--- src/rtl/i2cds_pkg.sv ---
// Shared types, widths, register indexes and divider ROM for the I2C divider search.
package i2cds_pkg;

    localparam int KHZ_W      = 18;
    localparam int MHZ_W      = 8;
    localparam int TARGET_W   = 16;
    localparam int REQ_NS_W   = 24;
    localparam int MULT_W     = 2;
    localparam int ROW_W      = 6;
    localparam int DIVISOR_W  = 14;
    localparam int QUOT_W     = KHZ_W;
    localparam int PROD_W     = REQ_NS_W + MHZ_W;
    localparam int HOLD_NS_W  = 23;
    localparam int CFG_IDX_W  = 2;
    localparam int CFG_DATA_W = KHZ_W;

    localparam int DEF_MULT_CHOICES = 3;
    localparam int DEF_DIVIDER_ROWS = 64;
    localparam int ROM_ROWS         = 64;

    localparam logic [CFG_IDX_W-1:0] CFG_BUS_KHZ = 2'd0;
    localparam logic [CFG_IDX_W-1:0] CFG_BUS_MHZ = 2'd1;

    localparam logic [KHZ_W-1:0] BUS_KHZ_RESET = 18'd50000;
    localparam logic [MHZ_W-1:0] BUS_MHZ_RESET = 8'd50;

    typedef struct packed {
        logic [TARGET_W-1:0] target_rate_khz;
        logic [REQ_NS_W-1:0] min_data_hold_ns;
        logic [REQ_NS_W-1:0] min_start_hold_ns;
        logic [REQ_NS_W-1:0] min_stop_hold_ns;
    } req_t;

    typedef struct packed {
        logic [MULT_W-1:0] mult_code;
        logic [ROW_W-1:0]  divider_index;
        logic              found;
    } rsp_t;

    // divider in bus clocks, then data, start and stop hold in bus clocks
    typedef struct packed {
        logic [11:0] scl_div;
        logic [9:0]  data_hold;
        logic [10:0] start_hold;
        logic [10:0] stop_hold;
    } div_row_t;

    localparam div_row_t DIV_ROM [ROM_ROWS] = '{
        '{20, 7, 6, 11}, '{22, 7, 7, 12}, '{24, 8, 8, 13}, '{26, 8, 9, 14},
        '{28, 9, 10, 15}, '{30, 9, 11, 16}, '{34, 10, 13, 18}, '{40, 10, 16, 21},
        '{28, 7, 10, 15}, '{32, 7, 12, 17}, '{36, 9, 14, 19}, '{40, 9, 16, 21},
        '{44, 11, 18, 23}, '{48, 11, 20, 25}, '{56, 13, 24, 29}, '{68, 13, 30, 35},
        '{48, 9, 18, 25}, '{56, 9, 22, 29}, '{64, 13, 26, 33}, '{72, 13, 30, 37},
        '{80, 17, 34, 41}, '{88, 17, 38, 45}, '{104, 21, 46, 53}, '{128, 21, 58, 65},
        '{80, 9, 38, 41}, '{96, 9, 46, 49}, '{112, 17, 54, 57}, '{128, 17, 62, 65},
        '{144, 25, 70, 73}, '{160, 25, 78, 81}, '{192, 33, 94, 97}, '{240, 33, 118, 121},
        '{160, 17, 78, 81}, '{192, 17, 94, 97}, '{224, 33, 110, 113}, '{256, 33, 126, 129},
        '{288, 49, 142, 145}, '{320, 49, 158, 161}, '{384, 65, 190, 193},
        '{480, 65, 238, 241},
        '{320, 33, 158, 161}, '{384, 33, 190, 193}, '{448, 65, 222, 225},
        '{512, 65, 254, 257},
        '{576, 97, 286, 289}, '{640, 97, 318, 321}, '{768, 129, 382, 385},
        '{960, 129, 478, 481},
        '{640, 65, 318, 321}, '{768, 65, 382, 385}, '{896, 129, 446, 449},
        '{1024, 129, 510, 513},
        '{1152, 193, 574, 577}, '{1280, 193, 638, 641}, '{1536, 257, 766, 769},
        '{1920, 257, 958, 961},
        '{1280, 129, 638, 641}, '{1536, 129, 766, 769}, '{1792, 257, 894, 897},
        '{2048, 257, 1022, 1025},
        '{2304, 385, 1150, 1153}, '{2560, 385, 1278, 1281}, '{3072, 513, 1534, 1537},
        '{3840, 513, 1918, 1921}
    };

endpackage

--- src/rtl/i2c_divider_search_top.sv ---
// Top level: I2C divider search over multiplier codes and divider ROM rows.
// Hold products are built by shift-add over the bits of bus_clock_mhz; every candidate is
// rated by the bit-serial rate divider. One item is searched at a time;
// the next is accepted the cycle after the result is loaded into the output register.
// Reset (rst_n, async, active low) clears control state and sets 50000 kHz / 50 MHz.
module i2c_divider_search_top
    import i2cds_pkg::*;
#(
    parameter int MULT_CHOICES = DEF_MULT_CHOICES,
    parameter int DIVIDER_ROWS = DEF_DIVIDER_ROWS
)
(
    input  logic                  clk,
    input  logic                  rst_n,
    input  logic                  cfg_we,
    input  logic [CFG_IDX_W-1:0]  cfg_index,
    input  logic [CFG_DATA_W-1:0] cfg_data,
    input  logic                  req_valid,
    output logic                  req_stall,
    input  req_t                  req,
    output logic                  rsp_valid,
    input  logic                  rsp_stall,
    output rsp_t                  rsp
);

    localparam logic [2:0] S_IDLE = 3'd0;
    localparam logic [2:0] S_MUL  = 3'd1;
    localparam logic [2:0] S_LOAD = 3'd2;
    localparam logic [2:0] S_DIV  = 3'd3;
    localparam logic [2:0] S_EVAL = 3'd4;
    localparam logic [2:0] S_DONE = 3'd5;

    localparam int MCNT_W = $clog2(MHZ_W);
    localparam logic [MCNT_W-1:0] LAST_MHZ_BIT = MCNT_W'(MHZ_W - 1);
    localparam logic [MULT_W-1:0] LAST_MULT    = MULT_W'(MULT_CHOICES - 1);
    localparam logic [ROW_W-1:0]  LAST_ROW     = ROW_W'(DIVIDER_ROWS - 1);
    localparam logic [HOLD_NS_W-1:0] NS_PER_US = HOLD_NS_W'(1000);

    logic [2:0]           state_reg;
    logic [2:0]           state_next;
    logic [KHZ_W-1:0]     bus_khz_reg;
    logic [MHZ_W-1:0]     bus_mhz_reg;
    req_t                 req_reg;
    logic [MHZ_W-1:0]     mhz_sh_reg;
    logic [MCNT_W-1:0]    mcnt_reg;
    logic [PROD_W-1:0]    prod_data_reg;
    logic [PROD_W-1:0]    prod_start_reg;
    logic [PROD_W-1:0]    prod_stop_reg;
    logic [HOLD_NS_W-1:0] ns_data_reg;
    logic [HOLD_NS_W-1:0] ns_start_reg;
    logic [HOLD_NS_W-1:0] ns_stop_reg;
    logic [MULT_W-1:0]    mult_reg;
    logic [ROW_W-1:0]     row_reg;
    logic [QUOT_W-1:0]    best_err_reg;
    logic [MULT_W-1:0]    best_mult_reg;
    logic [ROW_W-1:0]     best_row_reg;
    logic                 found_reg;
    logic                 rsp_valid_reg;
    rsp_t                 rsp_reg;

    div_row_t             rom_row;
    logic [DIVISOR_W-1:0] divisor;
    logic                 div_start;
    logic                 div_done;
    logic [QUOT_W-1:0]    rate;
    logic [QUOT_W-1:0]    target_ext;
    logic [QUOT_W-1:0]    err;
    logic                 hold_ok;
    logic                 take;
    logic                 req_take;
    logic                 rsp_free;

    assign rom_row   = DIV_ROM[row_reg];
    assign divisor   = DIVISOR_W'(rom_row.scl_div) << mult_reg;
    assign div_start = state_reg == S_LOAD;

    i2cds_div u_div (
        .clk      (clk),
        .rst_n    (rst_n),
        .start    (div_start),
        .dividend (bus_khz_reg),
        .divisor  (divisor),
        .done     (div_done),
        .quotient (rate)
    );

    assign target_ext = QUOT_W'(req_reg.target_rate_khz);
    assign err = (rate >= target_ext) ? rate - target_ext : target_ext - rate;

    // a hold fails when the achieved time in ns is below requirement times MHz
    assign hold_ok =
        ((req_reg.min_data_hold_ns == '0) || (PROD_W'(ns_data_reg) >= prod_data_reg)) &&
        ((req_reg.min_start_hold_ns == '0) || (PROD_W'(ns_start_reg) >= prod_start_reg)) &&
        ((req_reg.min_stop_hold_ns == '0) || (PROD_W'(ns_stop_reg) >= prod_stop_reg));

    assign take     = hold_ok && (!found_reg || (err < best_err_reg));
    assign req_take = req_valid && !req_stall;
    assign rsp_free = !rsp_valid_reg || !rsp_stall;

    always_comb
    begin
        state_next = state_reg;
        case (state_reg)
            S_IDLE:
            begin
                if (req_valid)
                    state_next = S_MUL;
            end
            S_MUL:
            begin
                if (mcnt_reg == LAST_MHZ_BIT)
                    state_next = S_LOAD;
            end
            S_LOAD:
                state_next = S_DIV;
            S_DIV:
            begin
                if (div_done)
                    state_next = S_EVAL;
            end
            S_EVAL:
            begin
                if (row_reg == LAST_ROW && mult_reg == LAST_MULT)
                    state_next = S_DONE;
                else
                    state_next = S_LOAD;
            end
            S_DONE:
            begin
                if (rsp_free)
                    state_next = S_IDLE;
            end
            default:
                state_next = S_IDLE;
        endcase
    end

    always_ff @(posedge clk or negedge rst_n)
    begin
        if (!rst_n)
        begin
            state_reg     <= S_IDLE;
            bus_khz_reg   <= BUS_KHZ_RESET;
            bus_mhz_reg   <= BUS_MHZ_RESET;
            mcnt_reg      <= '0;
            mult_reg      <= '0;
            row_reg       <= '0;
            found_reg     <= 1'b0;
            rsp_valid_reg <= 1'b0;
        end
        else
        begin
            state_reg <= state_next;
            if (cfg_we)
            begin
                case (cfg_index)
                    CFG_BUS_KHZ: bus_khz_reg <= cfg_data;
                    CFG_BUS_MHZ: bus_mhz_reg <= cfg_data[MHZ_W-1:0];
                    default: ;
                endcase
            end
            if (req_take)
            begin
                mcnt_reg  <= '0;
                mult_reg  <= '0;
                row_reg   <= '0;
                found_reg <= 1'b0;
            end
            if (state_reg == S_MUL)
                mcnt_reg <= mcnt_reg + 1'b1;
            if (state_reg == S_EVAL)
            begin
                if (take)
                    found_reg <= 1'b1;
                // advance row, then multiplier code
                if (row_reg == LAST_ROW)
                begin
                    row_reg <= '0;
                    if (mult_reg != LAST_MULT)
                        mult_reg <= mult_reg + 1'b1;
                end
                else
                    row_reg <= row_reg + 1'b1;
            end
            if (state_reg == S_DONE && rsp_free)
                rsp_valid_reg <= 1'b1;
            else if (rsp_valid_reg && !rsp_stall)
                rsp_valid_reg <= 1'b0;
        end
    end

    always_ff @(posedge clk)
    begin
        if (req_take)
        begin
            req_reg        <= req;
            mhz_sh_reg     <= bus_mhz_reg;
            prod_data_reg  <= '0;
            prod_start_reg <= '0;
            prod_stop_reg  <= '0;
            best_err_reg   <= '0;
            best_mult_reg  <= '0;
            best_row_reg   <= '0;
        end
        if (state_reg == S_MUL)
        begin
            // shift-add, MSB of bus_clock_mhz first
            prod_data_reg  <= {prod_data_reg[PROD_W-2:0], 1'b0} +
                (mhz_sh_reg[MHZ_W-1] ? PROD_W'(req_reg.min_data_hold_ns) : '0);
            prod_start_reg <= {prod_start_reg[PROD_W-2:0], 1'b0} +
                (mhz_sh_reg[MHZ_W-1] ? PROD_W'(req_reg.min_start_hold_ns) : '0);
            prod_stop_reg  <= {prod_stop_reg[PROD_W-2:0], 1'b0} +
                (mhz_sh_reg[MHZ_W-1] ? PROD_W'(req_reg.min_stop_hold_ns) : '0);
            mhz_sh_reg     <= {mhz_sh_reg[MHZ_W-2:0], 1'b0};
        end
        if (state_reg == S_LOAD)
        begin
            ns_data_reg  <= (HOLD_NS_W'(rom_row.data_hold) * NS_PER_US) << mult_reg;
            ns_start_reg <= (HOLD_NS_W'(rom_row.start_hold) * NS_PER_US) << mult_reg;
            ns_stop_reg  <= (HOLD_NS_W'(rom_row.stop_hold) * NS_PER_US) << mult_reg;
        end
        if (state_reg == S_EVAL && take)
        begin
            best_err_reg  <= err;
            best_mult_reg <= mult_reg;
            best_row_reg  <= row_reg;
        end
        if (state_reg == S_DONE && rsp_free)
        begin
            rsp_reg.mult_code     <= best_mult_reg;
            rsp_reg.divider_index <= best_row_reg;
            rsp_reg.found         <= found_reg;
        end
    end

    assign req_stall = state_reg != S_IDLE;
    assign rsp_valid = rsp_valid_reg;
    assign rsp       = rsp_reg;

endmodule

--- src/rtl/i2cds_div.sv ---
// Bit-serial restoring divider: one quotient bit per cycle.
module i2cds_div
    import i2cds_pkg::*;
(
    input  logic                 clk,
    input  logic                 rst_n,
    input  logic                 start,
    input  logic [QUOT_W-1:0]    dividend,
    input  logic [DIVISOR_W-1:0] divisor,
    output logic                 done,
    output logic [QUOT_W-1:0]    quotient
);

    localparam int CNT_W = $clog2(QUOT_W);
    localparam logic [CNT_W-1:0] LAST_BIT = CNT_W'(QUOT_W - 1);

    logic                 busy_reg;
    logic                 done_reg;
    logic [CNT_W-1:0]     cnt_reg;
    logic [QUOT_W-1:0]    quot_reg;
    logic [DIVISOR_W-1:0] rem_reg;
    logic [DIVISOR_W-1:0] div_reg;
    logic [DIVISOR_W:0]   shifted;
    logic [DIVISOR_W:0]   trial;
    logic                 fits;

    assign shifted = {rem_reg, quot_reg[QUOT_W-1]};
    assign trial   = shifted - {1'b0, div_reg};
    assign fits    = shifted >= {1'b0, div_reg};

    always_ff @(posedge clk or negedge rst_n)
    begin
        if (!rst_n)
        begin
            busy_reg <= 1'b0;
            done_reg <= 1'b0;
            cnt_reg  <= '0;
        end
        else
        begin
            done_reg <= 1'b0;
            if (start)
            begin
                busy_reg <= 1'b1;
                cnt_reg  <= '0;
            end
            else if (busy_reg)
            begin
                cnt_reg <= cnt_reg + 1'b1;
                if (cnt_reg == LAST_BIT)
                begin
                    busy_reg <= 1'b0;
                    done_reg <= 1'b1;
                end
            end
        end
    end

    always_ff @(posedge clk)
    begin
        if (start)
        begin
            quot_reg <= dividend;
            rem_reg  <= '0;
            div_reg  <= divisor;
        end
        else if (busy_reg)
        begin
            // shift dividend bits out the top, quotient bits in the bottom
            rem_reg  <= fits ? trial[DIVISOR_W-1:0] : shifted[DIVISOR_W-1:0];
            quot_reg <= {quot_reg[QUOT_W-2:0], fits};
        end
    end

    assign done     = done_reg;
    assign quotient = quot_reg;

endmodule

--- config.mk ---
export PLATFORM = sky130hd
export DESIGN_NAME = i2c_divider_search_top
export DESIGN_NICKNAME = d
export VERILOG_FILES = /design/src/rtl/i2cds_pkg.sv /design/src/rtl/i2c_divider_search_top.sv /design/src/rtl/i2cds_div.sv
export SDC_FILE = /design/constraint.sdc
export NUM_CORES = 1
export LEC_CHECK = 0
export BUFFER_PORTS_ARGS = -buffer_cell sky130_fd_sc_hd__buf_2
export CAP_MARGIN = 30
export CELL_PAD_IN_SITES_DETAIL_PLACEMENT = 1
export CELL_PAD_IN_SITES_GLOBAL_PLACEMENT = 1
export CORE_MARGIN = 2
export CORE_UTILIZATION = 56
export CTS_BUF_LIST = sky130_fd_sc_hd__clkbuf_2 sky130_fd_sc_hd__clkbuf_4 sky130_fd_sc_hd__clkbuf_8
export DETAILED_ROUTE_END_ITERATION = 12
export PLACE_DENSITY_LB_ADDON = 0.1
export SETUP_SLACK_MARGIN = 0.1
export SYNTH_ARGS = -nofsm -noshare
export SYNTH_HDL_FRONTEND = slang
export SYNTH_SLANG_ARGS = --single-unit
--- constraint.sdc ---
create_clock -name clk -period 10.9 [get_ports clk]
set_input_delay 1.09 -clock clk [delete_from_list [all_inputs] [get_ports clk]]
set_output_delay 1.09 -clock clk [all_outputs]
set_load 0.05 [all_outputs]
==> flow_summary.rst <==
.. list-table::
   :header-rows: 1

   * - Metric
     - Value
   * - Overflow left after global routing
     - 0
   * - Crit path DAT
     - 7.77 ns
   * - Routed WL per cell
     - 21.4 um
   * - Slew Limit Fails
     - 0
   * - Least setup slack across all paths after layout
     - 3.52 ns
   * - Critical path data required time
     - 11.29 ns
   * - HPWL after detailed placement
     - 60.3 mm
   * - Port Buf Inserts
     - 123
   * - Clock tree from TritonCTS
     - done
   * - Number of distinct library cells after synthesis
     - 75
   * - Part of the Yosys area used for sequential elements
     - 37.9%
   * - Highest Clock Rate
     - 135 MHz
   * - Top library cells by usage in the layout, fill and taps aside
     - 345 x inv_1, 331 x ha_1, 316 x edfxtp_1
   * - Cells resized by post-CTS repair
     - 0
   * - Commonest non-fill, non-tap cell in the layout
     - inv_1
   * - Syn Inst Count
     - 2889
   * - Yosys warns
     - 0
   * - Final worst clock skew
     - 0.0400 ns
   * - Iteration count of the initial detailed-routing pass
     - 5
   * - Pwr per Cell Area
     - 245 nW/um^2
   * - Total of hold buffers inserted after clock tree synthesis
     - 0
   * - Layout cell share with drive strength beyond 1
     - 10.9%
   * - Area growth from synthesis to final layout
     - 9.54%
   * - GRT met2 Usage
     - 51.8%
   * - Syn_nets
     - 3436
   * - Async set-reset flop share out of synthesis
     - 12.9%
   * - RD Place Congestion
     - 0.888
   * - Period Utilization, post-route
     - 67.7%
   * - Critical path type
     - flip-flop to flip-flop
   * - Fill cells
     - 5727
   * - Met1 capacity usage during global routing
     - 39.8%
   * - Count of flip-flops with a built-in enable after synthesis
     - 316
   * - Hold Crit Class
     - flip-flop to flip-flop
   * - 1st-iter DRT viols
     - 1247
   * - Final Hold Vio Count
     - 0
   * - Average instance area after synthesis
     - 10.1 sq um
   * - Pin count of the biggest net entering global routing
     - 76
   * - Number of antenna violations at the first check in global routing
     - 2
   * - GRT Max-Usage Layer
     - met2
   * - Insertion delay to the later sink of the worst-skew pair
     - 0.68 ns
   * - CTS Root Buffer Type
     - clkbuf_8
   * - Leak
     - 0.0146 uW
   * - Post-CTS setup buffer count
     - 0
   * - Post-detailed-placement cell area
     - 30400 sq um
   * - Maximum clock insertion buffer count
     - 3
   * - Summed instance area of the synthesized netlist
     - 29100 sq um
   * - Layout Cell Area excl Fill
     - 31900 sq um
   * - GR Util All Layers
     - 30.3%
   * - Remaining routing DRC violations
     - 0
   * - Final ANT Viol Nets
     - 0
   * - CTS H-Tree Depth
     - 3
   * - Post-Route Hold Slack
     - 0.422 ns
   * - Max Cap Viol
     - 0
   * - Core area
     - 51300 sq um
   * - Die footprint
     - 53800 sq um
   * - Maximum fanout count along the critical path
     - 12
   * - Setup repair after global routing missed its margin
     - false
   * - Final layout net count
     - 3565
   * - Final critical delay including setup and external delays
     - 7.38 ns
   * - Crit path capture type
     - flip-flop
   * - First-pass GRT wire length
     - 129 mm
   * - Starting utilization of the core area
     - 56.7%
   * - DIE HEIGHT
     - 232 um
   * - FP Rows
     - 83
   * - Maximum vdd ir drop
     - 0.000124 V
   * - Tightest Pin Transition
     - 0.910 ns
   * - Rel. slew slack
     - 39.4%
   * - Clock Sink Count
     - 380
   * - I/O pin count
     - 124
   * - Endpoints failing setup
     - 0
   * - Pre-CTS setup slack
     - 3.56 ns
   * - Setup TNS
     - 0 ns
   * - Via Count
     - 22400
   * - Num CTS Buffers
     - 71
   * - M3 GR Usage
     - 4.36%
   * - Flip-flop count of the largest register after layout
     - 88
   * - Number of global-route vias before repair
     - 24000
   * - Crit start category
     - flip-flop
   * - Top FF cell, synth
     - edfxtp_1
   * - Die width
     - 232 um
   * - Post-detailed-routing wire length
     - 80.2 mm
   * - Outcome
     - finished clean
   * - Clock transition at path regs
     - 0.06 ns
   * - Routed vias/inst
     - 5.96
   * - Register bit total from synthesis
     - 380
power by group:
part / switching [uW] / total, uW / internal, uW
clock: 651 / 1390 / 742
combinational: 2370 / 3860 / 1490
sequential: 327 / 2550 / 2230
synthesized netlist by cell type, types with 6 or more instances:
cell,instances,area share (%)
a211o_1,8,0.24
a211oi_1,29,0.75
a21boi_0,6,0.15
a21o_1,71,1.8
a21oi_1,171,2.9
a22o_1,11,0.33
a31oi_1,21,0.45
and2_1,80,1.7
and3_1,24,0.52
buf_1,10,0.13
clkbuf_1,81,1.0
dfrtp_1,40,3.4
dfstp_2,9,0.81
dfxtp_1,15,1.0
edfxtp_1,316,33
fa_1,103,7.1
ha_1,331,14
inv_1,346,4.5
mux2_2,34,1.3
mux2i_1,90,3.1
nand2_1,161,2.1
nand2b_1,25,0.54
nand3_1,35,0.60
nand4_1,24,0.52
nor2_1,245,3.2
nor2b_1,40,0.86
nor3_1,46,0.79
nor3b_1,6,0.15
nor4_1,29,0.62
o2111a_1,12,0.46
o211ai_1,23,0.59
o21a_1,30,0.77
o21ai_0,126,2.2
o21ai_1,8,0.14
o21bai_1,12,0.31
o22ai_1,14,0.30
o31a_1,6,0.18
o31ai_1,14,0.36
or2_2,6,0.13
or3_1,12,0.26
xnor2_1,77,2.3
xor2_1,62,1.9
critical path, cell delays in order, from the launching register on:
cell      delay, ns
dfrtp_1        0.58
inv_1          0.26
ha_1           0.54
mux2i_1        0.31
a22o_1         0.30
a21oi_1        0.45
inv_1          0.27
fa_1           0.60
inv_1          0.06
fa_1           0.49
inv_1          0.05
fa_1           0.49
inv_1          0.05
fa_1           0.50
inv_1          0.05
ha_1           0.22
or4_1          0.52
a21o_1         0.18
o211ai_1       0.10
a41oi_1        0.20
a21o_1         0.22
a21oi_1        0.18
xnor2_1        0.12
mux2i_1        0.23
mux2i_1        0.13
worst paths after layout:
| kind | from | slack, ns | end | cells after the start |
|---|---|---|---|---|
| worst max-delay path | row_reg[1] | 3.52 | ns_stop_reg[20] | 24 |
| worst min-delay path | best_mult_reg[1] | 0.42 | rsp[8] | 0 |
| worst max register to register | row_reg[1] | 3.52 | ns_stop_reg[20] | 24 |
| worst min register to register | best_mult_reg[1] | 0.42 | rsp[8] | 0 |
| max in group asynchronous | rst_n | 9.83 | mult_reg[1] | 2 |
| min in group asynchronous | rst_n | 0.55 | bus_khz_reg[11] | 2 |
cell families (layout without fill, tap and decap cells):
logic type | count (synthesis) | in the layout | synth area share, %
buffers and inverters | 445 | 629 | 5.84
adder cells (fa/ha/maj) | 434 | 434 | 21.3
other | 0 | 1 | 0
AND/OR/NAND/NOR | 749 | 749 | 12.4
AO/OA/AOI/OAI | 615 | 615 | 13.7
XOR/XNOR | 139 | 139 | 4.19
flip-flops | 380 | 380 | 37.9
multiplexers | 127 | 127 | 4.61
layout make-up:
| class | instances | area (sq um) | share of cell area (%) |
|---|---|---|---|
| Multi-Input combinational cell | 2064 | 16400 | 51.4 |
| Sequential cell | 380 | 11000 | 34.6 |
| Inverter | 350 | 1320 | 4.14 |
| Clock buffer | 98 | 1200 | 3.76 |
| Timing Repair Buffer | 151 | 887 | 2.79 |
| Tap cell | 680 | 851 | 2.67 |
| Clock inverter | 30 | 190 | 0.597 |
| Antenna cell | 1 | 2.50 | 0.00786 |
metal layers:
layer	share of wire [%]	wire length, um
met4	2.7	2130
met3	4.0	3170
met5	0.016	13
met1	44	35300
met2	49	39600
per-stage QoR:
step	total power, uW	std cells	util, %
after global placement	6040	3619	59.2
after global routing	8370	3754	62.1
final	7800	3754	62.1
after floorplan	5250	2889	-
after detailed placement	6330	3623	59.3
after CTS	7800	3751	62.0
Note: power is estimated with default switching activity, not from simulation.
